<file path="src/sv/ewhe_pkg.sv">
// Shared types and constants for the windowed header byte entropy core.
package ewhe_pkg;

  // Default sizes for the top-level parameters
  localparam int unsigned SLOTS_DEF       = 64;
  localparam int unsigned COUNT_WIDTH_DEF = 24;
  localparam int unsigned FRAC_BITS_DEF   = 12;

  // Depth of the queue between the parser and the back end
  localparam int unsigned QUEUE_DEPTH = 4;

  // Frame parsing constants
  localparam logic [3:0] ETH_REST     = 4'd13;
  localparam logic [7:0] IHL_MASK     = 8'h0f;
  localparam logic [6:0] WINDOW_RESET = 7'd3;
  localparam logic [15:0] INTERVAL_MAX = 16'hFFFF;
  localparam logic [15:0] ENTROPY_MAX  = 16'hFFFF;

  // Input command codes
  localparam logic CMD_BYTE = 1'b0;
  localparam logic CMD_TICK = 1'b1;

  typedef enum logic {
    ITEM_COUNT = 1'b0,
    ITEM_TICK  = 1'b1
  } item_kind_e;

  typedef struct packed {
    logic       command;
    logic [7:0] data_byte;
    logic       packet_start;
  } in_item_t;

  typedef struct packed {
    logic [15:0] entropy_bits;
    logic [15:0] closed_interval;
    logic [31:0] packets_seen;
  } out_item_t;

  typedef struct packed {
    item_kind_e  kind;
    logic [7:0]  sym;
    logic [31:0] pkts;
  } q_item_t;

endpackage

</file>
<file path="src/sv/ewhe_fifo.sv">
// Short queue of work words between the parser and the back end.
module ewhe_fifo import ewhe_pkg::*; #(
  parameter int unsigned DEPTH = QUEUE_DEPTH
) (
  input  logic    clk_i,
  input  logic    rst_ni,
  input  logic    push_i,
  input  q_item_t push_item_i,
  output logic    full_o,
  input  logic    pop_i,
  output logic    valid_o,
  output q_item_t head_o
);

  localparam int unsigned PTW = (DEPTH > 1) ? $clog2(DEPTH) : 1;
  localparam int unsigned CNW = $clog2(DEPTH + 1);

  q_item_t          entry_q [DEPTH];
  logic [PTW-1:0]   wr_q, rd_q;
  logic [CNW-1:0]   cnt_q;

  assign full_o  = (cnt_q == CNW'(DEPTH));
  assign valid_o = (cnt_q != '0);
  assign head_o  = entry_q[rd_q];

  // Hold payload words
  always_ff @(posedge clk_i) begin
    if (push_i) entry_q[wr_q] <= push_item_i;
  end

  // Advance pointers and fill count
  always_ff @(posedge clk_i or negedge rst_ni) begin
    if (!rst_ni) begin
      wr_q  <= '0;
      rd_q  <= '0;
      cnt_q <= '0;
    end else begin
      if (push_i) wr_q <= (wr_q == PTW'(DEPTH - 1)) ? '0 : wr_q + 1'b1;
      if (pop_i)  rd_q <= (rd_q == PTW'(DEPTH - 1)) ? '0 : rd_q + 1'b1;
      if (push_i && !pop_i)      cnt_q <= cnt_q + 1'b1;
      else if (pop_i && !push_i) cnt_q <= cnt_q - 1'b1;
    end
  end

endmodule

</file>
<file path="config.mk">
export PLATFORM = sky130hd
export DESIGN_NAME = ewhe_fifo
export DESIGN_NICKNAME = d
export VERILOG_FILES = /design/src/sv/ewhe_pkg.sv /design/src/sv/ewhe_fifo.sv
export SDC_FILE = /design/constraint.sdc
export NUM_CORES = 1
export LEC_CHECK = 0
export BUFFER_PORTS_ARGS = -buffer_cell sky130_fd_sc_hd__buf_4
export CAP_MARGIN = 20
export CORE_UTILIZATION = 51
export CTS_BUF_LIST = sky130_fd_sc_hd__clkbuf_16
export DETAILED_ROUTE_END_ITERATION = 8
export PLACE_DENSITY = 0.74
export RECOVER_POWER = 50
export SYNTH_ARGS = -nofsm -noshare
export SYNTH_HDL_FRONTEND = slang
export SYNTH_SLANG_ARGS = --single-unit
</file>
<file path="constraint.sdc">
create_clock -name clk_i -period 2 [get_ports clk_i]
set_clock_uncertainty 0.05 [all_clocks]
set_input_delay 0.6 -clock clk_i [delete_from_list [all_inputs] [get_ports clk_i]]
set_output_delay 0.6 -clock clk_i [all_outputs]
set_load 0.01 [all_outputs]
</file>
### After elaboration in Yosys (flattened, before gate mapping)

Memory sizes are Yosys's and may differ from the RTL's.
Cells that the tools add are included.

* register bits after elaboration: 7
* bits in latches: 0
* bits in writable memories: 164
* ROM bits: 0
* input port bits: 45
* output and inout bits: 43
* word-level logic and storage cells: 23
* memories: 1

* add/sub/neg operators: 4
* multipliers: 0
* div/mod/pow operators: 0
* $lt $le $gt $ge: 0
* eq/ne operators: 3
* shift operators: 0
* muxes and demuxes: 6
* bitwise operators: 0
* reduce and logical (&&, ||, !) cells: 6

Memories
* entry_q: words 4, bits a word 41, rd ports 1, clocked after memory_dff 0, wr ports 1, line ewhe_fifo.sv:18 `q_item_t entry_q [DEPTH];`

Operators by type and width (count)
* $mux 3: 2
* $add 2x1->2 const B: 2
* $eq 2x2->1 const B: 2
* $mux 2: 2
* $add 3x1->3 const B: 1
* $eq 3x3->1 const B: 1
* $reduce_bool 3->1: 1
* $sub 3x1->3 const B: 1
* $logic_and 1x1->1: 2
* $logic_not 1->1: 2
* $mux 1: 2
* $reduce_bool 2->1: 1

### Depth between registers and ports, before layout

* depth in word-level cells: 4
* gate-level depth with buffers: 7
* depth with buffers taken out: 7

### Least setup slack after synthesis

OpenSTA, ideal clock, no wires.

* kind: register -> register
* from: register wr_q[0]
* to: memory entry_q[2][0] (netlist bit), enable pin
* arrival time: 1.615 ns
* path slack: -0.067 ns
* stages on the path, launching flop included: 4
* buffers on the path: 0
* path through: dfrtp_1 inv_1 ha_1 and2_1

RTL lines
* start, declared: line ewhe_fifo.sv:19 `logic [PTW-1:0] wr_q, rd_q;`
* start signal, assigned: line ewhe_fifo.sv:38 `if (push_i) wr_q <= (wr_q == PTW'(DEPTH - 1)) ? '0 : wr_q + 1'b1;`
* end, declared: line ewhe_fifo.sv:18

Straight into the memory's write port.

==> results.md <==
* Syn nets at between 300 and 400
* NetSw at around 0.0033 W
* Final non-filler cell total at 558
* Critical-path cell list: buf_8 -> clkbuf_16 -> mux4_2 -> buf_6
* Vias in the first global route at ~3100
* Final min period at 2461 ps
* Routed Antenna Nets at 0
* Part of the cycle the worst path needs at 1.231
* Initial antenna violation count at 0
* Drt total wl at 11380 um
* CP endpoint kind: output port
* N_diodes at 0
* Mapped Area at 6387 um2
* R2R Setup Slk at around 350 ps
* Synth Instances at 252
* CTS tree: done
* RSZ-0062 raised after global routing: yes
* Leak pwr at between 2 and 3 nW
* Initial drt markers at approximately 190
* Critical path required time at about 1400 ps
* Final slew viol count at 0
* Slew @ Worst Pin at approximately 440 ps
* Clock root buffer: clkbuf_16
* Routed len/inst at ~20 um
* CP Launch Type: register
* H-tree depth at 4
* Min-delay worst type: input port to register
* Largest cells by area after synthesis: edfxtp_1 (77%), mux4_2 (13%), dfrtp_1 (2.7%), buf_12 (1.3%), mux4_1 (1.2%)
* Final hold viol count at 0
* Largest net degree at the start of global routing at 27
* Switching part of the total at 0.2637
* Combinational share of power at 0.360
* Ys Warns at 0
* Delay-heaviest family, CP: flip-flops
* Fin worst setup slack at -461.4 ps
* Flops & latches, synth at approximately 170
* DRT Pass-1 Iters at 4
* Crit Path Class: register to output port
* Final #Nets at around 430
* Initial Utilization at 0.5274
* Failing checks: negative setup slack
* Sequential share of power at 0.387
* Port bufs at 87
* Vias at between 2000 and 3000
* Number of remaining DRC errors at 0
* P_int at about 0.0091 W
* Max Cap Viol at 0
* GP Congestion at slightly below 0.7
* Io pins at a little under 90
* Final-report setup violation count at 41
* Sequential area share after synthesis at 0.7984
* Buffers and inverters on the worst path at 3
* CP arrival at roughly 1800 ps
* CTS Buffer Depth at 2
* Top achievable clock speed at slightly above 400 MHz
* Global-route wire length before repair at 17130 um
* CP peak stage delay at ~500 ps
* All-Layer GR Usage at 0.1888
* Layout area overhead at 28.07%
* Outcome: finished with violations
* Post-Route Setup TNS at -17890 ps
* Clk pwr share at 0.253
* Syn Area/Cell at 25.35 um2
* Dpl cells at 515
* Clock Sinks at 171
* DIE AREA at between 10000 and 15000 um2
* Die X at roughly 110 um
* Peak supply drop at between 0.9 and 1 mV
* Die Span Y at roughly 110 um
* Clock-pin slew on the worst setup and hold paths at about 60 ps
* Finished Core Util at 0.6754
* GRT Residual Overflow at 0
* Share of cells above drive strength 1 at 0.3821
* Skew-Pair Late Insertion Delay at 430 ps
* Leading cell type in the layout, fill and taps excluded: edfxtp_1
* Vias per cell at around 5.3
* CTS buffer count at 17
* Commonest cells after routing, fill and taps aside: edfxtp_1 (164), buf_6 (45), clkbuf_1 (42)
* Leading area contributor after synthesis: edfxtp_1
* Slowest stage cell, crit path: dfrtp_4
* Slew HR at 0.7051
* Row count at 40
* Detail Placement HPWL at 6977 um
* PwrDens at roughly 1500 nW/um2
* CP Max Fanout at 4
* Proportion of netlist area held by the largest area contributor at 0.7710
* Unique masters post-synth at 20
* Core footprint at around 12000 um2
per-stage QoR:
stage          area (um2)  total power, W  setup WS (ps)  hold WS (ps)
3_5_place_dp         7443        0.008618         -29.00         371.2
6_report             8180         0.01241         -461.4         374.7
5_1_grt              8180         0.01293         -512.5         387.0
3_3_place_gp         7443        0.008531         -34.58         368.3
2_1_floorplan        6392        0.006969          171.7         254.4
4_1_cts              8153         0.01214         -484.1         305.8
cell usage after synthesis (all sizes together):
cell and number:
fa 1, or3 1, ha 6, nor3b 1, mux2 3, nor2 3, dfrtp 7, inv 4
and2 4, xor2 2, nand2 2, o21ai 2, xnor2 1, buf 9, clkbuf 1, edfxtp 164
mux4 41
flip-flops by register name, indices dropped and copies added (netlist names):
signal,cells
entry_q,164
cnt_q,3
rd_q,2
wr_q,2
path summary, 6_finish.rpt:
kind,depth (start not counted),endpoint,start
worst max register to register,5,rd_q[1]$_DFFE_PN0P_,rd_q[0]$_DFFE_PN0P_
worst min-delay path,1,entry_q[2][9]$_DFFE_PP_,push_item_i[9]
worst min register to register,1,cnt_q[2]$_DFFE_PN0P_,cnt_q[2]$_DFFE_PN0P_
min in group asynchronous,2,wr_q[0]$_DFFE_PN0P_,rst_ni
max in group asynchronous,2,rd_q[0]$_DFFE_PN0P_,rst_ni
worst max-delay path,4,head_o[29],rd_q[0]$_DFFE_PN0P_
power by group through the flow:
| stage | logic (W) | registers [W] | clock network [W] |
|---|---|---|---|
| 2_1_floorplan | 0.00218 | 0.00479 | 0 |
| 3_3_place_gp | 0.00367 | 0.00486 | 0 |
| 3_5_place_dp | 0.00371 | 0.00491 | 0 |
| 4_1_cts | 0.00412 | 0.00483 | 0.00319 |
| 5_1_grt | 0.00476 | 0.00485 | 0.00332 |
| 6_report | 0.00447 | 0.00480 | 0.00314 |
area by class of cell:
type                       count  area, um2
clock inverter                15      142.6
multi-input combinational     67       1156
fill                         831       3931
timing repair buffer         116       1125
inverter                       4      15.01
sequential                   171       5106
tap                          168      210.2
clock buffer                  17      425.4
per-layer routing:
layer / part of all wire / GRT usage
met1: 0.41 / 0.2296
met2: 0.52 / 0.3171
met3: 0.046 / 0.05792
met4: 0.017 / 0.07879
met5: 0 / 0
cell families (layout without fill, tap and decap cells):
family / Yosys count / in the layout / synth area share
fa+ha+maj: 7 / 7 / 0.01489
compound gates: 2 / 2 / 0.001567
flops: 171 / 171 / 0.7984
simple gates: 11 / 11 / 0.009012
xor+xnor: 3 / 3 / 0.004114
buf+inv: 14 / 152 / 0.02037
mux: 44 / 44 / 0.1516
timing repair:
| action | in CTS | in global routing |
|---|---|---|
| endpoints found under the setup margin | 42 | 43 |
| endpoints found under the hold margin | 7 | 0 |
| hold buffers | 1 | 0 |
| gates resized for setup | 37 | 16 |
| gates cloned | 0 | 4 |
| setup buffers | 1 | 5 |
| pin swaps | 0 | 0 |
Note: power is estimated with default switching activity, not from simulation.
