## src/sv/ewhe_pkg.sv

```systemverilog
// Shared types and constants for the windowed header byte entropy core.
package ewhe_pkg;

  // Default sizes for the top-level parameters
  localparam int unsigned SLOTS_DEF       = 64;
  localparam int unsigned COUNT_WIDTH_DEF = 24;
  localparam int unsigned FRAC_BITS_DEF   = 12;

  // Depth of the queue between the parser and the back end
  localparam int unsigned QUEUE_DEPTH = 4;

  // Frame parsing constants
  localparam logic [3:0] ETH_REST     = 4'd13;
  localparam logic [7:0] IHL_MASK     = 8'h0f;
  localparam logic [6:0] WINDOW_RESET = 7'd3;
  localparam logic [15:0] INTERVAL_MAX = 16'hFFFF;
  localparam logic [15:0] ENTROPY_MAX  = 16'hFFFF;

  // Input command codes
  localparam logic CMD_BYTE = 1'b0;
  localparam logic CMD_TICK = 1'b1;

  typedef enum logic {
    ITEM_COUNT = 1'b0,
    ITEM_TICK  = 1'b1
  } item_kind_e;

  typedef struct packed {
    logic       command;
    logic [7:0] data_byte;
    logic       packet_start;
  } in_item_t;

  typedef struct packed {
    logic [15:0] entropy_bits;
    logic [15:0] closed_interval;
    logic [31:0] packets_seen;
  } out_item_t;

  typedef struct packed {
    item_kind_e  kind;
    logic [7:0]  sym;
    logic [31:0] pkts;
  } q_item_t;

endpackage

```

## src/sv/ewhe_front.sv

```systemverilog
// Frame parser: tracks header position, counts packets and queues work words.
module ewhe_front import ewhe_pkg::*; (
  input  logic     clk_i,
  input  logic     rst_ni,
  input  in_item_t in_item_i,
  input  logic     in_valid_i,
  output logic     in_ready_o,
  input  logic     q_full_i,
  input  logic     run_i,
  output q_item_t  push_item_o,
  output logic     push_o
);

  logic [3:0]  skip_q, skip_d;
  logic [5:0]  hdr_q, hdr_d;
  logic        await_q, await_d;
  logic [31:0] pkt_q, pkt_d;
  logic        accept, count;
  logic [7:0]  masked;
  logic [3:0]  ihl;

  assign in_ready_o = run_i && !q_full_i;
  assign accept     = in_valid_i && in_ready_o;
  assign masked     = in_item_i.data_byte & IHL_MASK;
  assign ihl        = masked[3:0];

  // Advance the header parser on each accepted byte word
  always_comb begin
    skip_d  = skip_q;
    hdr_d   = hdr_q;
    await_d = await_q;
    pkt_d   = pkt_q;
    count   = 1'b0;
    if (accept && in_item_i.command == CMD_BYTE) begin
      if (in_item_i.packet_start) begin
        if (pkt_q != 32'hFFFF_FFFF) pkt_d = pkt_q + 32'd1;
        skip_d  = ETH_REST;
        hdr_d   = '0;
        await_d = 1'b0;
      end else if (skip_q != '0) begin
        skip_d = skip_q - 4'd1;
        if (skip_q == 4'd1) await_d = 1'b1;
      end else if (await_q) begin
        await_d = 1'b0;
        if (ihl != '0) begin
          count = 1'b1;
          hdr_d = {ihl, 2'b00} - 6'd1;
        end
      end else if (hdr_q != '0) begin
        count = 1'b1;
        hdr_d = hdr_q - 6'd1;
      end
    end
  end

  // Queue ticks and counted header bytes
  assign push_o           = accept && (in_item_i.command == CMD_TICK || count);
  assign push_item_o.kind = (in_item_i.command == CMD_TICK) ? ITEM_TICK : ITEM_COUNT;
  assign push_item_o.sym  = in_item_i.data_byte;
  assign push_item_o.pkts = pkt_q;

  always_ff @(posedge clk_i or negedge rst_ni) begin
    if (!rst_ni) begin
      skip_q  <= '0;
      hdr_q   <= '0;
      await_q <= 1'b0;
      pkt_q   <= '0;
    end else begin
      skip_q  <= skip_d;
      hdr_q   <= hdr_d;
      await_q <= await_d;
      pkt_q   <= pkt_d;
    end
  end

endmodule

```

## config.mk

```make
export PLATFORM = sky130hd
export DESIGN_NAME = ewhe_front
export DESIGN_NICKNAME = d
export VERILOG_FILES = /design/src/sv/ewhe_pkg.sv /design/src/sv/ewhe_front.sv
export SDC_FILE = /design/constraint.sdc
export NUM_CORES = 1
export LEC_CHECK = 0
export ABC_AREA = 1
export ABC_CLOCK_PERIOD_IN_PS = 3120
export BUFFER_PORTS_ARGS = -buffer_cell sky130_fd_sc_hd__buf_2
export CORE_ASPECT_RATIO = 1.5
export CORE_UTILIZATION = 40
export DETAILED_ROUTE_END_ITERATION = 6
export GPL_TIMING_DRIVEN = 0
export PLACE_DENSITY = 0.59
export SLEW_MARGIN = 40
export SYNTH_ARGS = -nofsm -noshare
export SYNTH_HDL_FRONTEND = slang
export SYNTH_SLANG_ARGS = --single-unit
```

## constraint.sdc

```tcl
create_clock -name clk_i -period 3.12 [get_ports clk_i]
set_clock_uncertainty 0.05 [all_clocks]
set_input_delay 0.156 -clock clk_i [delete_from_list [all_inputs] [get_ports clk_i]]
set_output_delay 0.156 -clock clk_i [all_outputs]
set_load 0.05 [all_outputs]
```

### After elaboration in Yosys (flattened, before gate mapping)

Cells that the tools add are included.

| storage, ports and cells | value |
|---|---|
| input bits | 15 |
| logic and storage cells | 46 |
| output and inout bits | 43 |
| flip-flop bits (word level) | 43 |

| operators by class | value |
|---|---|
| add/sub/neg operators | 4 |
| reduce and logical (&&, ||, !) cells | 15 |
| equal/unequal tests | 5 |
| multiplexer cells | 17 |
| bitwise operators | 1 |

Operators with widths:

| cell | count |
|---|---|
| $add 32x1->32 const B | 1 |
| $ne 32x32->1 const B | 1 |
| $mux 6 | 5 |
| $sub 6x1->6 const B | 2 |
| $mux 1 | 10 |
| $mux 4 | 2 |
| $reduce_bool 4->1 | 2 |
| $ne 3x2->1 const B | 2 |
| $reduce_bool 6->1 | 1 |
| $eq 4x1->1 const B | 1 |
| $logic_and 1x1->1 | 4 |
| $reduce_and 2->1 | 2 |
| $reduce_and 4->1 | 1 |
| $sub 4x1->4 const B | 1 |
| $reduce_and 3->1 | 1 |
| $reduce_bool 3->1 | 1 |
| $ne 2x2->1 const B | 1 |
| $reduce_bool 2->1 | 1 |
| $logic_not 1->1 | 1 |
| $logic_or 1x1->1 | 1 |
| $not 1->1 | 1 |

### Longest topological paths before layout

| logic depth | value |
|---|---|
| word-level depth | 8 |
| gate-level depth with buffers | 11 |
| gate-level depth less buffers | 11 |

### Worst setup path after synthesis

Ideal clock, no wire load.

| timing | value |
|---|---|
| path kind | input-to-output |
| start | input run_i |
| end | output push_o |
| data arrival time | 2.234 ns |
| path buffers | 0 |
| setup slack | 0.680 ns |
| data required time | 2.914 ns |
| cell stages on the path | 6 |
| cells stage by stage | inv_1 > nor2_1 > nand3_1 > nor3_1 > nor2_1 > nor2_1 |

| between the ends | value |
|---|---|
| longest elaborated chain between the ends | 6 |

RTL lines:

| item | line | text |
|---|---|---|
| start, declared | ewhe_front.sv:9 | `input logic run_i,` |
| $logic_and 1x1->1 * | ewhe_front.sv:22 | `assign in_ready_o = run_i && !q_full_i;` |
| named net in_ready_o | ewhe_front.sv:7 | `output logic in_ready_o,` |
| $logic_and 1x1->1 * | ewhe_front.sv:23 | `assign accept = in_valid_i && in_ready_o;` |
| $logic_and 1x1->1 | ewhe_front.sv:34 | `if (accept && in_item_i.command == CMD_BYTE) begin` |
| $mux 1 | ewhe_front.sv:34 |  |
| $logic_or 1x1->1 | ewhe_front.sv:57 | `assign push_o = accept && (in_item_i.command == CMD_TICK \|\| count);` |
| $logic_and 1x1->1 * | ewhe_front.sv:57 |  |
| end, declared | ewhe_front.sv:11 | `output logic push_o` |

The timed path passes the listed nets; every way through them passes the cells marked *.

### Final worst setup path

| timing | value |
|---|---|
| start | register skip_q[0] |
| end | output push_o |

| between the ends | value |
|---|---|
| longest elaborated chain between the ends | 6 |

RTL lines:

| item | line | text |
|---|---|---|
| start, declared | ewhe_front.sv:14 | `logic [3:0] skip_q, skip_d;` |
| start signal, assigned | ewhe_front.sv:69 | `skip_q <= skip_d;` |
| $reduce_bool 4->1 | ewhe_front.sv:40 | `end else if (skip_q != '0) begin` |
| $mux 1 | ewhe_front.sv:40 |  |
| $mux 1 | ewhe_front.sv:35 | `if (in_item_i.packet_start) begin` |
| $mux 1 | ewhe_front.sv:34 |  |
| $logic_or 1x1->1 | ewhe_front.sv:57 |  |
| $logic_and 1x1->1 | ewhe_front.sv:57 |  |

No other way between the ends.

==> implementation parameters <==
Parameter                              Value

CTS
  TritonCTS sink count ... 43
  Buffers inserted during post-CTS setup optimization ... 0
  H-tree depth reported by CTS ... 2
  Clock slew seen by the registers of the worst setup and hold paths ... 0.09 ns
  Number of hold buffers added after CTS ... 1
  Clock insertion delay at the later pin of the skew report ... 0.31 ns
  Number of gates resized after cts ... 0
  Clock Root Buffer ... sky130_fd_sc_hd__clkbuf_8
  Clock buffer count from CTS ... 5
  CTS tree ... done
  Number of buffers on the longest clock path ... 2

Worst setup path
  Required time at the worst-slack endpoint ... 2.91 ns
  Worst endpoint data arrival time ... 2.31 ns
  Critical path fanouts, max ... 4
  Worst Setup End Kind ... primary output
  Critical path type ... reg2out
  Startpoint kind of the worst setup timing path ... register

STA
  Fin. max-slew vios ... 0
  Worst Setup Slack, final ... 0.608 ns
  Time the final worst path needs with I/O delays and setup ... ~2.5 ns
  Maximum clock frequency ... 398 MHz
  Final setup fails ... 0
  Total count of hold-check failures in the final report ... 0
  Final total negative setup slack ... 0 ns
  Transition at the pin with the smallest max-transition slack ... 0.608 ns
  Unrepaired setup endpoints after global routing ... no
  WHS ... 0.0820 ns
  Share of the clock period used by the worst path after layout ... 80.5%
  Headroom to the max-slew limit ... between 50% and 60%

GRT
  Global route total overflow ... 0
  Via count of the first global-routing pass ... 2788
  Initial antenna violation count ... 0
  First-pass GRT wire length ... 12.8 mm
  Met2 Resource Use GR ... roughly two fifths
  Layer with the highest usage ... met2
  Largest net degree at the start of global routing ... 44
  Met1 Track Usage GR ... 22.6%
  Met3 track demand over resource in global routing ... 3.02%
  Overall track demand over capacity in global routing ... 21.0%

Route
  Residual DRC count ... 0
  Residual antenna-violating net count after detailed routing ... 0
  Initial drt markers ... 167
  Number of detailed-routing iterations run before antenna repair ... 4
  Wire length after detailed routing ... 7.74 mm
  Routed wire length per instance ... around 12 microns
  Avg Vias per Cell ... 4.74
  Routed via count ... 3008

Placed design
  Worst-case setup slack after placement ... about 0.95 ns
  PortBufs ... 53
  DP HPWL ... 6.06 mm
  Final GP Congestion ... 0.899

Finish
  Antenna diodes ... 0
  P&R area growth vs syn ... 15.7%
  Layout Nets ... 556
  Final Util ... 48.4%
  Most common cell after layout, fill and taps aside ... sky130_fd_sc_hd__nand2_1
  Fraction of final layout cells with drive strength greater than 1 ... between 15 and 20%
  Leading cell types in the layout, fill and taps excluded ... sky130_fd_sc_hd__nand2_1 (202), sky130_fd_sc_hd__nor2_1 (60), sky130_fd_sc_hd__buf_2 (52), sky130_fd_sc_hd__inv_1 (50), sky130_fd_sc_hd__dfrtp_1 (43)

Synth
  Area fraction in compound gates after synthesis ... under 10%
  Number of synthesized register bits ... 43
  Share of synthesized area occupied by flip-flops and latches ... 34.9%
  Average cell area after synthesis ... 6.52 sq um
  Adder-cell share of the synthesized area ... 2.84%
  Synth Cell Area ... 3080 sq um
  Post-synthesis mux area share ... 0%
  Post-synth top flop ... sky130_fd_sc_hd__dfrtp_1
  Main combinational cell family by area after synthesis ... simple AND/OR/NAND/NOR gates
  Number of warnings printed during yosys synthesis ... 0
  Fraction of the mapped netlist area in simple logic gates ... a little over two fifths
  Number of enable flip-flop cells after synthesis ... 0
  Area share of xor/xnor cells in the synthesized design ... 4.26%
  Mapped Nets ... 495
  Fraction of synthesis flops using an asynchronous set or reset pin ... between 90% and 100%
  Count of cell types in the netlist ... 26
  Number of cells produced by synthesis ... 473

Power
  Pwr per Cell Area ... 403 nW/um^2
  Reported leakage power ... around 1.9 nW
  Maximum ir drop on the vdd rail ... 0.000249 V
  Total power ... 1.44 mW

Run
  Count of maximum capacitance violations ... 0

Die
  Floorplan die width ... 73.7 microns
  Core ar. ... 7370 sq um
  Die ar. ... 8070 sq um
  Starting density of the core ... about two fifths
  Rows ... 38
  Chip Height ... roughly 110 microns
  Top Ports ... between 50 and 60

Min path
  Hold Crit Class ... in2reg

Status
  Run status ... finished clean
-- kinds of logic after synthesis --
group           Yosys count
simple gates            321
buf+inv                  67
flops                    43
compound gates           20
xor+xnor                 15
fa+ha+maj                 7
-- per-layer routing --
metal	wire [microns]	part of all wire, %
met3	266	3.4
met5	0	0
met4	306	4.0
met2	4070	53
met1	3100	40
-- report_power, final --
group          internal (mW)  leakage, nW  switching, mW  total [mW]
Sequential             0.617        0.583         0.0536       0.670
Combinational          0.137         1.29          0.273       0.411
Clock                  0.158       0.0422          0.200       0.358
Total                  0.911         1.92          0.527        1.44
-- area by class of cell --
class	count	area, sq um
tap	100	125
inverter	52	200
sequential	43	1080
clock inverter	1	5.00
multi-input combinational	363	1680
timing repair buffer	54	278
fill	779	3800
buffer	15	131
clock buffer	7	76.3
-- cells in the mapped netlist (2+ instances only) --
library cell | number | area share, %
sky130_fd_sc_hd__nor2_1 | 60 | 7.3
sky130_fd_sc_hd__inv_1 | 50 | 6.1
sky130_fd_sc_hd__xor2_1 | 10 | 2.8
sky130_fd_sc_hd__a21oi_1 | 5 | 0.81
sky130_fd_sc_hd__nand3_1 | 33 | 5.4
sky130_fd_sc_hd__nand4_1 | 6 | 1.2
sky130_fd_sc_hd__nor3_1 | 2 | 0.32
sky130_fd_sc_hd__buf_6 | 4 | 1.5
sky130_fd_sc_hd__nor2_2 | 2 | 0.41
sky130_fd_sc_hd__nand2_2 | 10 | 2.0
sky130_fd_sc_hd__nand2_4 | 2 | 0.73
sky130_fd_sc_hd__o21ai_0 | 13 | 2.1
sky130_fd_sc_hd__nand2_1 | 202 | 25
sky130_fd_sc_hd__dfrtp_1 | 43 | 35
sky130_fd_sc_hd__buf_4 | 9 | 2.2
sky130_fd_sc_hd__ha_1 | 7 | 2.8
sky130_fd_sc_hd__xnor2_1 | 5 | 1.4
sky130_fd_sc_hd__nor2_4 | 2 | 0.73
-- path summary, 6_finish.rpt --
path / startpoint / to / slack (ns) / cells after the start
max in group asynchronous: rst_ni / pkt_q[1]$_DFFE_PN0P_ / 2.29 / 2
hold / removal: in_item_i[0] / hdr_q[3]$_DFFE_PN0P_ / 0.08 / 4
setup reg to reg: pkt_q[0]$_DFFE_PN0P_ / pkt_q[22]$_DFFE_PN0P_ / 1.15 / 11
min in group asynchronous: rst_ni / pkt_q[3]$_DFFE_PN0P_ / 0.32 / 2
setup / recovery: skip_q[0]$_DFFE_PN0P_ / push_o / 0.61 / 9
hold reg to reg: hdr_q[0]$_DFFE_PN0P_ / hdr_q[0]$_DFFE_PN0P_ / 0.43 / 2
-- through the flow --
| stage | instances | area [sq um] |
|---|---|---|
| 2_1_floorplan | 473 | 3080 |
| 3_3_place_gp | 626 | 3470 |
| 3_5_place_dp | 626 | 3480 |
| 4_1_cts | 635 | 3570 |
| 5_1_grt | 635 | 3570 |
| 6_report | 635 | 3570 |
-- state kept, by name, indices dropped and copies added, names as in the netlist --
name and flops:
await_q 1, skip_q 4, pkt_q 32, hdr_q 6
-- critical path, cell delays in order, from the launching register on --
cell and delay [ns]:
sky130_fd_sc_hd__dfrtp_1 0.41, sky130_fd_sc_hd__inv_1 0.08, sky130_fd_sc_hd__ha_1 0.16, sky130_fd_sc_hd__inv_1 0.05
sky130_fd_sc_hd__nor3_1 0.25, sky130_fd_sc_hd__nand2_1 0.11, sky130_fd_sc_hd__nor3_1 0.50, sky130_fd_sc_hd__nor2_1 0.08
sky130_fd_sc_hd__nor2_1 0.09, sky130_fd_sc_hd__buf_2 0.26
No activity file was read; power rests on OpenSTA's default activity.
